===== config.mk =====
export PLATFORM = sky130hd
export DESIGN_NAME = button_debounce_axis_smoother_core
export DESIGN_NICKNAME = d
export VERILOG_FILES = /design/src/rtl/core/bdas_pkg.sv /design/src/rtl/core/bdas_button_lane.sv /design/src/rtl/core/bdas_axis_lane.sv /design/src/rtl/core/button_debounce_axis_smoother_core.sv
export VERILOG_INCLUDE_DIRS = /design/src /design/src/rtl/core
export SDC_FILE = /design/constraint.sdc
export NUM_CORES = 2
export LEC_CHECK = 0
export BUFFER_PORTS_ARGS = -buffer_cell sky130_fd_sc_hd__buf_2
export CAP_MARGIN = 15
export CORE_ASPECT_RATIO = 0.6
export CORE_MARGIN = 1.5
export CORE_UTILIZATION = 35
export CTS_CLUSTER_DIAMETER = 200
export DETAILED_ROUTE_END_ITERATION = 16
export GPL_TIMING_DRIVEN = 0
export SLEW_MARGIN = 20
export SYNTH_ARGS = -nofsm -noshare
export SYNTH_HDL_FRONTEND = slang
export SYNTH_SLANG_ARGS = --single-unit

===== constraint.sdc =====
create_clock -name clk -period 8.8 [get_ports clk]
set_input_delay 1.32 -clock clk [delete_from_list [all_inputs] [get_ports clk]]
set_output_delay 1.32 -clock clk [all_outputs]
set_load 0.01 [all_outputs]

===== src/rtl/core/button_debounce_axis_smoother_core_assert.svh =====
// Assertion macros shared by the button debounce / axis smoother RTL.
// No dependencies; expects clk and arst_n in the including module.
`ifndef BUTTON_DEBOUNCE_AXIS_SMOOTHER_CORE_ASSERT_SVH
`define BUTTON_DEBOUNCE_AXIS_SMOOTHER_CORE_ASSERT_SVH

`ifndef SYNTHESIS
// same-cycle implication
`define BDAS_ASSERT_NOW(lbl, ante, cons, msg) \
	lbl: assert property (@(posedge clk) disable iff (!arst_n) (ante) |-> (cons)) \
		else $error(msg);
// next-cycle implication
`define BDAS_ASSERT_NEXT(lbl, ante, cons, msg) \
	lbl: assert property (@(posedge clk) disable iff (!arst_n) (ante) |=> (cons)) \
		else $error(msg);
`else
`define BDAS_ASSERT_NOW(lbl, ante, cons, msg)
`define BDAS_ASSERT_NEXT(lbl, ante, cons, msg)
`endif

`endif


===== src/rtl/core/bdas_pkg.sv =====
// Package for the button debounce / axis smoother core: sizes, reset values,
// register indexes and the lane configuration struct. No dependencies.
package bdas_pkg;

	localparam int NUM_BUTTONS   = 4;
	localparam int RAW_BUTTONS   = 4;
	localparam int TIMED_BUTTONS = 3;

	localparam int LIMIT_W = 10;
	localparam int CNT_W   = 11;
	localparam int TIMER_W = 22;
	localparam int COEFF_W = 16;
	localparam int AXIS_W  = 16;
	localparam int FILT_W  = 24;
	localparam int WDATA_W = 22;
	localparam int INDEX_W = 3;

	localparam logic [CNT_W-1:0]   CNT_MAX            = '1;
	localparam logic [COEFF_W-1:0] COEFF_RESET        = 16'd58982;
	localparam logic [LIMIT_W-1:0] PRESS_LIMIT_RESET  = 10'd500;
	localparam logic [LIMIT_W-1:0] RELEASE_LIMIT_RESET = 10'd200;
	localparam logic [TIMER_W-1:0] HOLDOFF_RESET      = 22'd2000000;

	typedef enum logic [INDEX_W-1:0] {
		REG_DEVICE_PRESENT  = 3'd0,
		REG_SMOOTHING_COEFF = 3'd1,
		REG_PRESS_LIMIT     = 3'd2,
		REG_RELEASE_LIMIT   = 3'd3,
		REG_HOLDOFF_TICKS   = 3'd4
	} reg_index_t;

	typedef struct packed {
		logic               device_present;
		logic [LIMIT_W-1:0] press_limit;
		logic [LIMIT_W-1:0] release_limit;
		logic [TIMER_W-1:0] holdoff_ticks;
	} lane_cfg_t;

endpackage


===== src/rtl/core/bdas_button_lane.sv =====
// One button lane: hold-off timer, status auto-clear and asymmetric counter debounce.
// Depends on bdas_pkg and button_debounce_axis_smoother_core_assert.svh.
`include "button_debounce_axis_smoother_core_assert.svh"

module bdas_button_lane
	import bdas_pkg::*;
(
	input  logic      clk,
	input  logic      arst_n,
	input  logic      step,
	input  logic      timed,
	input  logic      raw,
	input  lane_cfg_t cfg,
	output logic      status
);

	logic               status_q, press_q, release_q;
	logic [CNT_W-1:0]   cnt_q;
	logic [TIMER_W-1:0] timer_q;

	logic               s_clr, s_n, pp_n, rp_n, rel;
	logic [CNT_W-1:0]   cnt_n;
	logic [TIMER_W-1:0] t_dec, t_n;

	always_comb begin
		t_dec = (timer_q != '0) ? timer_q - 22'd1 : timer_q;
		s_clr = status_q;
		t_n   = t_dec;
		if (timed && status_q && t_dec == '0) begin
			s_clr = 1'b0;
			t_n   = cfg.holdoff_ticks;
		end
		if (!timed) begin
			t_n = '0;
		end
		rel   = s_clr;
		s_n   = s_clr;
		cnt_n = cnt_q;
		pp_n  = press_q;
		rp_n  = release_q;
		if (cfg.device_present) begin
			if (raw == s_clr) begin
				cnt_n = '0;
				pp_n  = 1'b0;
				rp_n  = 1'b0;
			end else begin
				if (!rp_n && !pp_n) begin
					rp_n = rel;
					pp_n = !rel;
				end
				if ((rp_n && rel) || (pp_n && !rel)) begin
					if (cnt_n != CNT_MAX) cnt_n = cnt_n + 11'd1;
				end
				if ((rp_n && !rel) || (pp_n && rel)) begin
					cnt_n = '0;
					rp_n  = 1'b0;
					pp_n  = 1'b0;
				end
				if (cnt_n > {1'b0, cfg.press_limit} && pp_n) begin
					cnt_n = '0;
					pp_n  = 1'b0;
					s_n   = 1'b1;
				end
				if (cnt_n > {1'b0, cfg.release_limit} && rp_n) begin
					cnt_n = '0;
					rp_n  = 1'b0;
					s_n   = 1'b0;
				end
			end
		end
	end

	always_ff @(posedge clk or negedge arst_n) begin
		if (!arst_n) begin
			status_q  <= 1'b0;
			press_q   <= 1'b0;
			release_q <= 1'b0;
			cnt_q     <= '0;
			timer_q   <= '0;
		end else if (step) begin
			status_q  <= s_n;
			press_q   <= pp_n;
			release_q <= rp_n;
			cnt_q     <= cnt_n;
			timer_q   <= t_n;
		end
	end

	assign status = status_q;

	`BDAS_ASSERT_NEXT(a_lane_hold, !step, $stable(status_q) && $stable(cnt_q), "lane moved without a beat")
	`BDAS_ASSERT_NOW(a_lane_untimed, !timed, timer_q == '0, "untimed lane has a running timer")
	`BDAS_ASSERT_NOW(a_lane_pending, 1'b1, !(press_q && release_q), "press and release both pending")

endmodule


===== src/rtl/core/bdas_axis_lane.sv =====
// One axis lane: negation, Q0.16 exponential filter and Q1.15 saturating output.
// Depends on bdas_pkg.
module bdas_axis_lane
	import bdas_pkg::*;
(
	input  logic                     clk,
	input  logic                     arst_n,
	input  logic                     step,
	input  logic                     enable,
	input  logic [COEFF_W-1:0]       coeff,
	input  logic signed [AXIS_W-1:0] raw,
	output logic signed [AXIS_W-1:0] command
);

	logic signed [FILT_W-1:0] filt_q;

	logic signed [FILT_W-1:0] raw_w, x;
	logic signed [16:0]       c_s;
	logic signed [17:0]       cr_s;
	logic signed [40:0]       prod_f;
	logic signed [41:0]       prod_x;
	logic signed [42:0]       acc;
	logic signed [FILT_W:0]   rnd;
	logic signed [17:0]       v;

	assign raw_w  = {raw[AXIS_W-1], raw, 7'b0};
	assign x      = -raw_w;
	assign c_s    = $signed({1'b0, coeff});
	assign cr_s   = $signed(18'sd65536 - {2'b00, coeff});
	assign prod_f = c_s * filt_q;
	assign prod_x = cr_s * x;
	assign acc    = {{2{prod_f[40]}}, prod_f} + {prod_x[41], prod_x} + 43'sd32768;

	always_ff @(posedge clk or negedge arst_n) begin
		if (!arst_n) begin
			filt_q <= '0;
		end else if (step && enable) begin
			filt_q <= acc[39:16];
		end
	end

	assign rnd = {filt_q[FILT_W-1], filt_q} + 25'sd64;
	assign v   = rnd[FILT_W:7];

	always_comb begin
		if (v > 18'sd32767) begin
			command = 16'sh7FFF;
		end else if (v < -18'sd32768) begin
			command = 16'sh8000;
		end else begin
			command = v[AXIS_W-1:0];
		end
	end

endmodule


===== src/rtl/core/button_debounce_axis_smoother_core.sv =====
// Top level: config registers, button and axis lanes, and the merging output stage.
// Depends on bdas_pkg, bdas_button_lane, bdas_axis_lane and the assert header.
//
//  channel  | handshake               | fields
//  ---------+-------------------------+-----------------------------------------
//  item     | item_valid / item_stall | buttons_raw, speed_axis, steer_axis
//  result   | result_valid/result_stall| buttons_state, speed_command, steer_command
//  config   | wr_en                   | wr_index, wr_data
//
// One beat per cycle sustained unless the result side stalls. All lanes update
// their state on the item beat; the merge stage registers the result and raises
// result_valid once the output register is free. The lane state plus the output
// register hold two results, so an item is stalled only when both are occupied
// and the result side stalls. Async reset covers all state but the output data.
`include "button_debounce_axis_smoother_core_assert.svh"

module button_debounce_axis_smoother_core
	import bdas_pkg::*;
(
	input  logic                     clk,
	input  logic                     arst_n,
	input  logic                     item_valid,
	output logic                     item_stall,
	input  logic [RAW_BUTTONS-1:0]   buttons_raw,
	input  logic signed [AXIS_W-1:0] speed_axis,
	input  logic signed [AXIS_W-1:0] steer_axis,
	output logic                     result_valid,
	input  logic                     result_stall,
	output logic [RAW_BUTTONS-1:0]   buttons_state,
	output logic signed [AXIS_W-1:0] speed_command,
	output logic signed [AXIS_W-1:0] steer_command,
	input  logic                     wr_en,
	input  logic [INDEX_W-1:0]       wr_index,
	input  logic [WDATA_W-1:0]       wr_data
);

	lane_cfg_t          cfg_q;
	logic [COEFF_W-1:0] coeff_q;

	always_ff @(posedge clk or negedge arst_n) begin
		if (!arst_n) begin
			cfg_q.device_present <= 1'b1;
			cfg_q.press_limit    <= PRESS_LIMIT_RESET;
			cfg_q.release_limit  <= RELEASE_LIMIT_RESET;
			cfg_q.holdoff_ticks  <= HOLDOFF_RESET;
			coeff_q              <= COEFF_RESET;
		end else if (wr_en) begin
			case (reg_index_t'(wr_index))
				REG_DEVICE_PRESENT:  cfg_q.device_present <= wr_data[0];
				REG_SMOOTHING_COEFF: coeff_q <= wr_data[COEFF_W-1:0];
				REG_PRESS_LIMIT:     cfg_q.press_limit <= wr_data[LIMIT_W-1:0];
				REG_RELEASE_LIMIT:   cfg_q.release_limit <= wr_data[LIMIT_W-1:0];
				REG_HOLDOFF_TICKS:   cfg_q.holdoff_ticks <= wr_data[TIMER_W-1:0];
				default: ;
			endcase
		end
	end

	logic valid_s1, out_valid_q, accept, advance;

	assign advance    = valid_s1 && (!out_valid_q || !result_stall);
	assign item_stall = valid_s1 && out_valid_q && result_stall;
	assign accept     = item_valid && !item_stall;

	logic [NUM_BUTTONS-1:0] raw_bits, lane_status;

	for (genvar i = 0; i < NUM_BUTTONS; i++) begin : g_btn
		if (i < RAW_BUTTONS) begin : g_raw
			assign raw_bits[i] = buttons_raw[i];
		end else begin : g_zero
			assign raw_bits[i] = 1'b0;
		end
		bdas_button_lane u_lane (
			.clk    (clk),
			.arst_n (arst_n),
			.step   (accept),
			.timed  (i < TIMED_BUTTONS),
			.raw    (raw_bits[i]),
			.cfg    (cfg_q),
			.status (lane_status[i])
		);
	end

	logic signed [AXIS_W-1:0] speed_cmd, steer_cmd;

	bdas_axis_lane u_speed (
		.clk     (clk),
		.arst_n  (arst_n),
		.step    (accept),
		.enable  (cfg_q.device_present),
		.coeff   (coeff_q),
		.raw     (speed_axis),
		.command (speed_cmd)
	);

	bdas_axis_lane u_steer (
		.clk     (clk),
		.arst_n  (arst_n),
		.step    (accept),
		.enable  (cfg_q.device_present),
		.coeff   (coeff_q),
		.raw     (steer_axis),
		.command (steer_cmd)
	);

	logic [RAW_BUTTONS-1:0] merged_state;

	for (genvar j = 0; j < RAW_BUTTONS; j++) begin : g_merge
		if (j < NUM_BUTTONS) begin : g_have
			assign merged_state[j] = lane_status[j];
		end else begin : g_none
			assign merged_state[j] = 1'b0;
		end
	end

	logic [RAW_BUTTONS-1:0]   state_q;
	logic signed [AXIS_W-1:0] speed_q, steer_q;

	always_ff @(posedge clk or negedge arst_n) begin
		if (!arst_n) begin
			valid_s1    <= 1'b0;
			out_valid_q <= 1'b0;
		end else begin
			if (accept) begin
				valid_s1 <= 1'b1;
			end else if (advance) begin
				valid_s1 <= 1'b0;
			end
			if (advance) begin
				out_valid_q <= 1'b1;
			end else if (!result_stall) begin
				out_valid_q <= 1'b0;
			end
		end
	end

	always_ff @(posedge clk) begin
		if (advance) begin
			state_q <= merged_state;
			speed_q <= speed_cmd;
			steer_q <= steer_cmd;
		end
	end

	assign result_valid  = out_valid_q;
	assign buttons_state = state_q;
	assign speed_command = speed_q;
	assign steer_command = steer_q;

	`BDAS_ASSERT_NEXT(a_accept_s1, accept, valid_s1, "accepted beat not tracked")
	`BDAS_ASSERT_NEXT(a_s1_moves, valid_s1 && !out_valid_q, out_valid_q, "result not merged")
	`BDAS_ASSERT_NOW(a_no_false_stall, !valid_s1 || !out_valid_q, !item_stall, "stall with free slot")

endmodule


==> results.json <==
{
  "status": "complete, but fails checks",
  "violations": "negative setup slack",
  "critPathCaptureType": "flop",
  "crit_path_top_delay_cell": "or4_4",
  "cts_tree": "built",
  "cts-root-buf": "clkbuf_16",
  "final_area_sq_mm": 0.0739,
  "synth_edf_count": 36,
  "worstMarginPinSlew_ns": 1.41,
  "timing.final.crit_share_pct": 109,
  "r2r_cells": 37,
  "maxCapViolCount": 0,
  "grtUsageTotal_pct": 26.4,
  "layout.nets": 9325,
  "slew_violations": 0,
  "cpPeakStageDelay_ns": 0.56,
  "r2r_end": "u_speed.filt_q[23]",
  "core-area_sq_mm": 0.182,
  "fin_tns_setup_ns": -10.56,
  "crit_type": "flop to flop",
  "drt_iter0_drc": 5577,
  "grt_setup_unrepaired": "yes",
  "clk_pin_slew_ns": 0.07,
  "antenna_found_initial": 23,
  "synth_top_area_cell": "fa_1",
  "final_hold_viol_count": 0,
  "synthFlopType": "dfrtp_1",
  "dr.pass1.iters": 6,
  "cts.path.max_buffers": 3,
  "fmax_mhz": 104,
  "ff2ff_setup_slack_ns": -0.78,
  "ys_seq_elements": 267,
  "n_fill_cell": 18000,
  "final_cells": 9898,
  "grt_pass1_vias": 53000,
  "overflow": 0,
  "maxSlewHeadroom_pct": 5.91,
  "area_growth_pct": 14.6,
  "cts-buffers-inserted": 30,
  "place_congestion": 1.01,
  "dp_cells": 9643,
  "place_area_sq_mm": 0.0688,
  "yosysUniqueCellTypes": 92,
  "htree_levels": 1,
  "clk_latency_ns": 0.67,
  "grt_max_degree": 91,
  "fp.dieH_um": 335,
  "initial_core_util_pct": 35.4,
  "min_path_type": "flop to flop",
  "r2r-start": "coeff_q[1]",
  "fin_util_pct": 40.6,
  "holdPathStages": 0,
  "synth.net_count": 8998,
  "port-buffer-count": 102,
  "die_area_sq_mm": 0.187,
  "synth.area.top_cells": "fa_1, inv_1, ha_1",
  "drive_gt1_share_pct": 12.2,
  "yosys_warnings": 0,
  "synth_top_area_share_pct": 43.8,
  "worstHoldStart": "g_btn[3].u_lane.status",
  "ys_seq_area_share_pct": 10.7,
  "clock_sinks": 267,
  "skew_ns": 0.0517,
  "worstSetupStartpointType": "flop",
  "rows": 121,
  "ant_nets": 0,
  "syn_inst": 7070,
  "critPathRequiredTime_ns": 9.26,
  "dp_hpwl_um": 203000,
  "async_flop_share_pct": 86.5,
  "cpMostUsedCell": "fa_1",
  "setup_viol": 28,
  "grt_pass1_wl_um": 360000,
  "crit_arrival_ns": 10.04,
  "syn_avg_cell_area_sq_um": 9.12,
  "wl_um": 245000,
  "synthesis.area_sq_mm": 0.0645,
  "via_per_inst": 5.23,
  "period_minus_slack_ns": 9.58,
  "vias": 51800,
  "io_pins": 104,
  "wire_per_inst_um": 24.7,
  "setup_slack_ns": -0.784,
  "drc": 0,
  "hold-path-endpoint": "buttons_state[3]",
  "path_max_fanout": 5,
  "die_w_um": 557
}
per-layer routing:
layer  wire, um  share of wire [%]  up-vias  global-route usage (%)
met5        287               0.12        -                       0
met4       5720                2.3       16                    4.94
met3      38600                 16      344                    11.8
met2      89100                 36     2942                    33.2
met1     111000                 45    26600                    40.6
li1           -                  -    21900                       -
logic make-up after synthesis:
group / after synthesis / synth area share, %
simple gates: 2178 / 15.7
flops: 267 / 10.7
fa+ha+maj: 1862 / 52.6
compound gates: 592 / 5.76
mux: 63 / 1.09
xor+xnor: 244 / 3.31
buf+inv: 1864 / 10.9
state kept, by name, indices dropped and copies added (netlist names):
name	flops
speed_command	16
buttons_state	4
g_btn.u_lane.release_q	4
result_valid	1
cfg_q	43
valid_s1	1
g_btn.u_lane.press_q	4
g_btn.u_lane.cnt_q	44
steer_command	16
coeff_q	16
u_speed.filt_q	24
g_btn.u_lane.timer_q	66
g_btn.u_lane.status	4
u_steer.filt_q	24
cell usage after synthesis (8+ instances only):
cell type,count
xnor2_1,146
inv_1,1543
a22o_1,21
o21ai_0,208
a21oi_1,141
nand4_1,33
nor3_1,91
mux2i_1,13
nand2_1,921
buf_2,9
nor2_1,462
and2_1,402
o22ai_1,13
buf_1,19
a21o_1,34
ha_1,450
nor2b_1,32
edfxtp_1,36
nand3_1,72
dfstp_2,26
or3_1,17
nand2b_1,26
a211oi_1,10
o21a_1,21
mux2_2,48
or4_1,12
fa_1,1412
dfrtp_1,205
clkbuf_1,290
o31ai_1,18
a31oi_1,17
a22oi_1,12
nor4_1,26
and3_1,29
xor2_1,98
a21boi_0,8
or2_2,12
timing repair:
| item | in CTS | in global routing |
|---|---|---|
| pin swaps | 86 | 109 |
| hold endpoints to repair | 0 | 0 |
| gates resized for setup | 293 | 291 |
| setup buffers | 117 | 89 |
| hold buffers | 0 | 0 |
| endpoints found under the setup margin | 58 | 69 |
critical path, delay by kind of cell (launching register included):
kind	cells	cell delay [ns]
and+or+nand+nor	4	1.01
AOI/OAI and AO/OA	10	2.00
xor gates and xnor gates	2	0.46
buffers and inverters	11	1.35
DFF	1	0.54
adders and majority gates	10	3.98
how the worst max path moves through the flow:
stage	startpoint	to	slack, ns	cells past startpoint
after floorplan	speed_axis[3]	u_speed.filt_q[22]	-0.48	33
after global placement	coeff_q[1]	u_speed.filt_q[22]	-3.73	34
after detailed placement	coeff_q[1]	u_speed.filt_q[22]	-3.59	34
after CTS	coeff_q[1]	u_speed.filt_q[23]	-0.72	34
after global routing	coeff_q[1]	u_speed.filt_q[23]	-0.89	32
final	coeff_q[1]	u_speed.filt_q[23]	-0.78	37
final cells by class:
type	count	area (sq um)	area share, %
antenna	17	42.5	0.0576
buffer	302	1650	2.23
clock buffer	40	871	1.18
clock inverter	16	183	0.247
inverter	1543	5810	7.86
multi-input combinational	4939	52900	71.6
sequential	267	6910	9.35
tap	2460	3080	4.17
timing repair buffer	314	2450	3.31
placed cells by master, fill, tap and decap left out, types with 69 or more instances in the layout:
cell / n
xnor2_1: 102
buf_4: 176
nand3_1: 69
nor3_1: 76
o21ai_0: 177
fa_1: 1378
nor2_1: 441
a21oi_1: 125
buf_2: 115
ha_1: 429
inv_1: 1519
and2_1: 402
dfrtp_1: 203
clkbuf_1: 166
nand2_1: 902
through the flow:
| step | setup WS, ns | hold slack, ns |
|---|---|---|
| after floorplan | -0.477 | 0.423 |
| after global placement | -3.73 | 0.451 |
| after detailed placement | -3.59 | 0.477 |
| after CTS | -0.722 | 0.494 |
| after global routing | -0.888 | 0.512 |
| final | -0.784 | 0.482 |
Power is left out: the tool's default activity adds up to more than one toggle a clock period on the data nets, which glitch-free logic cannot reach.
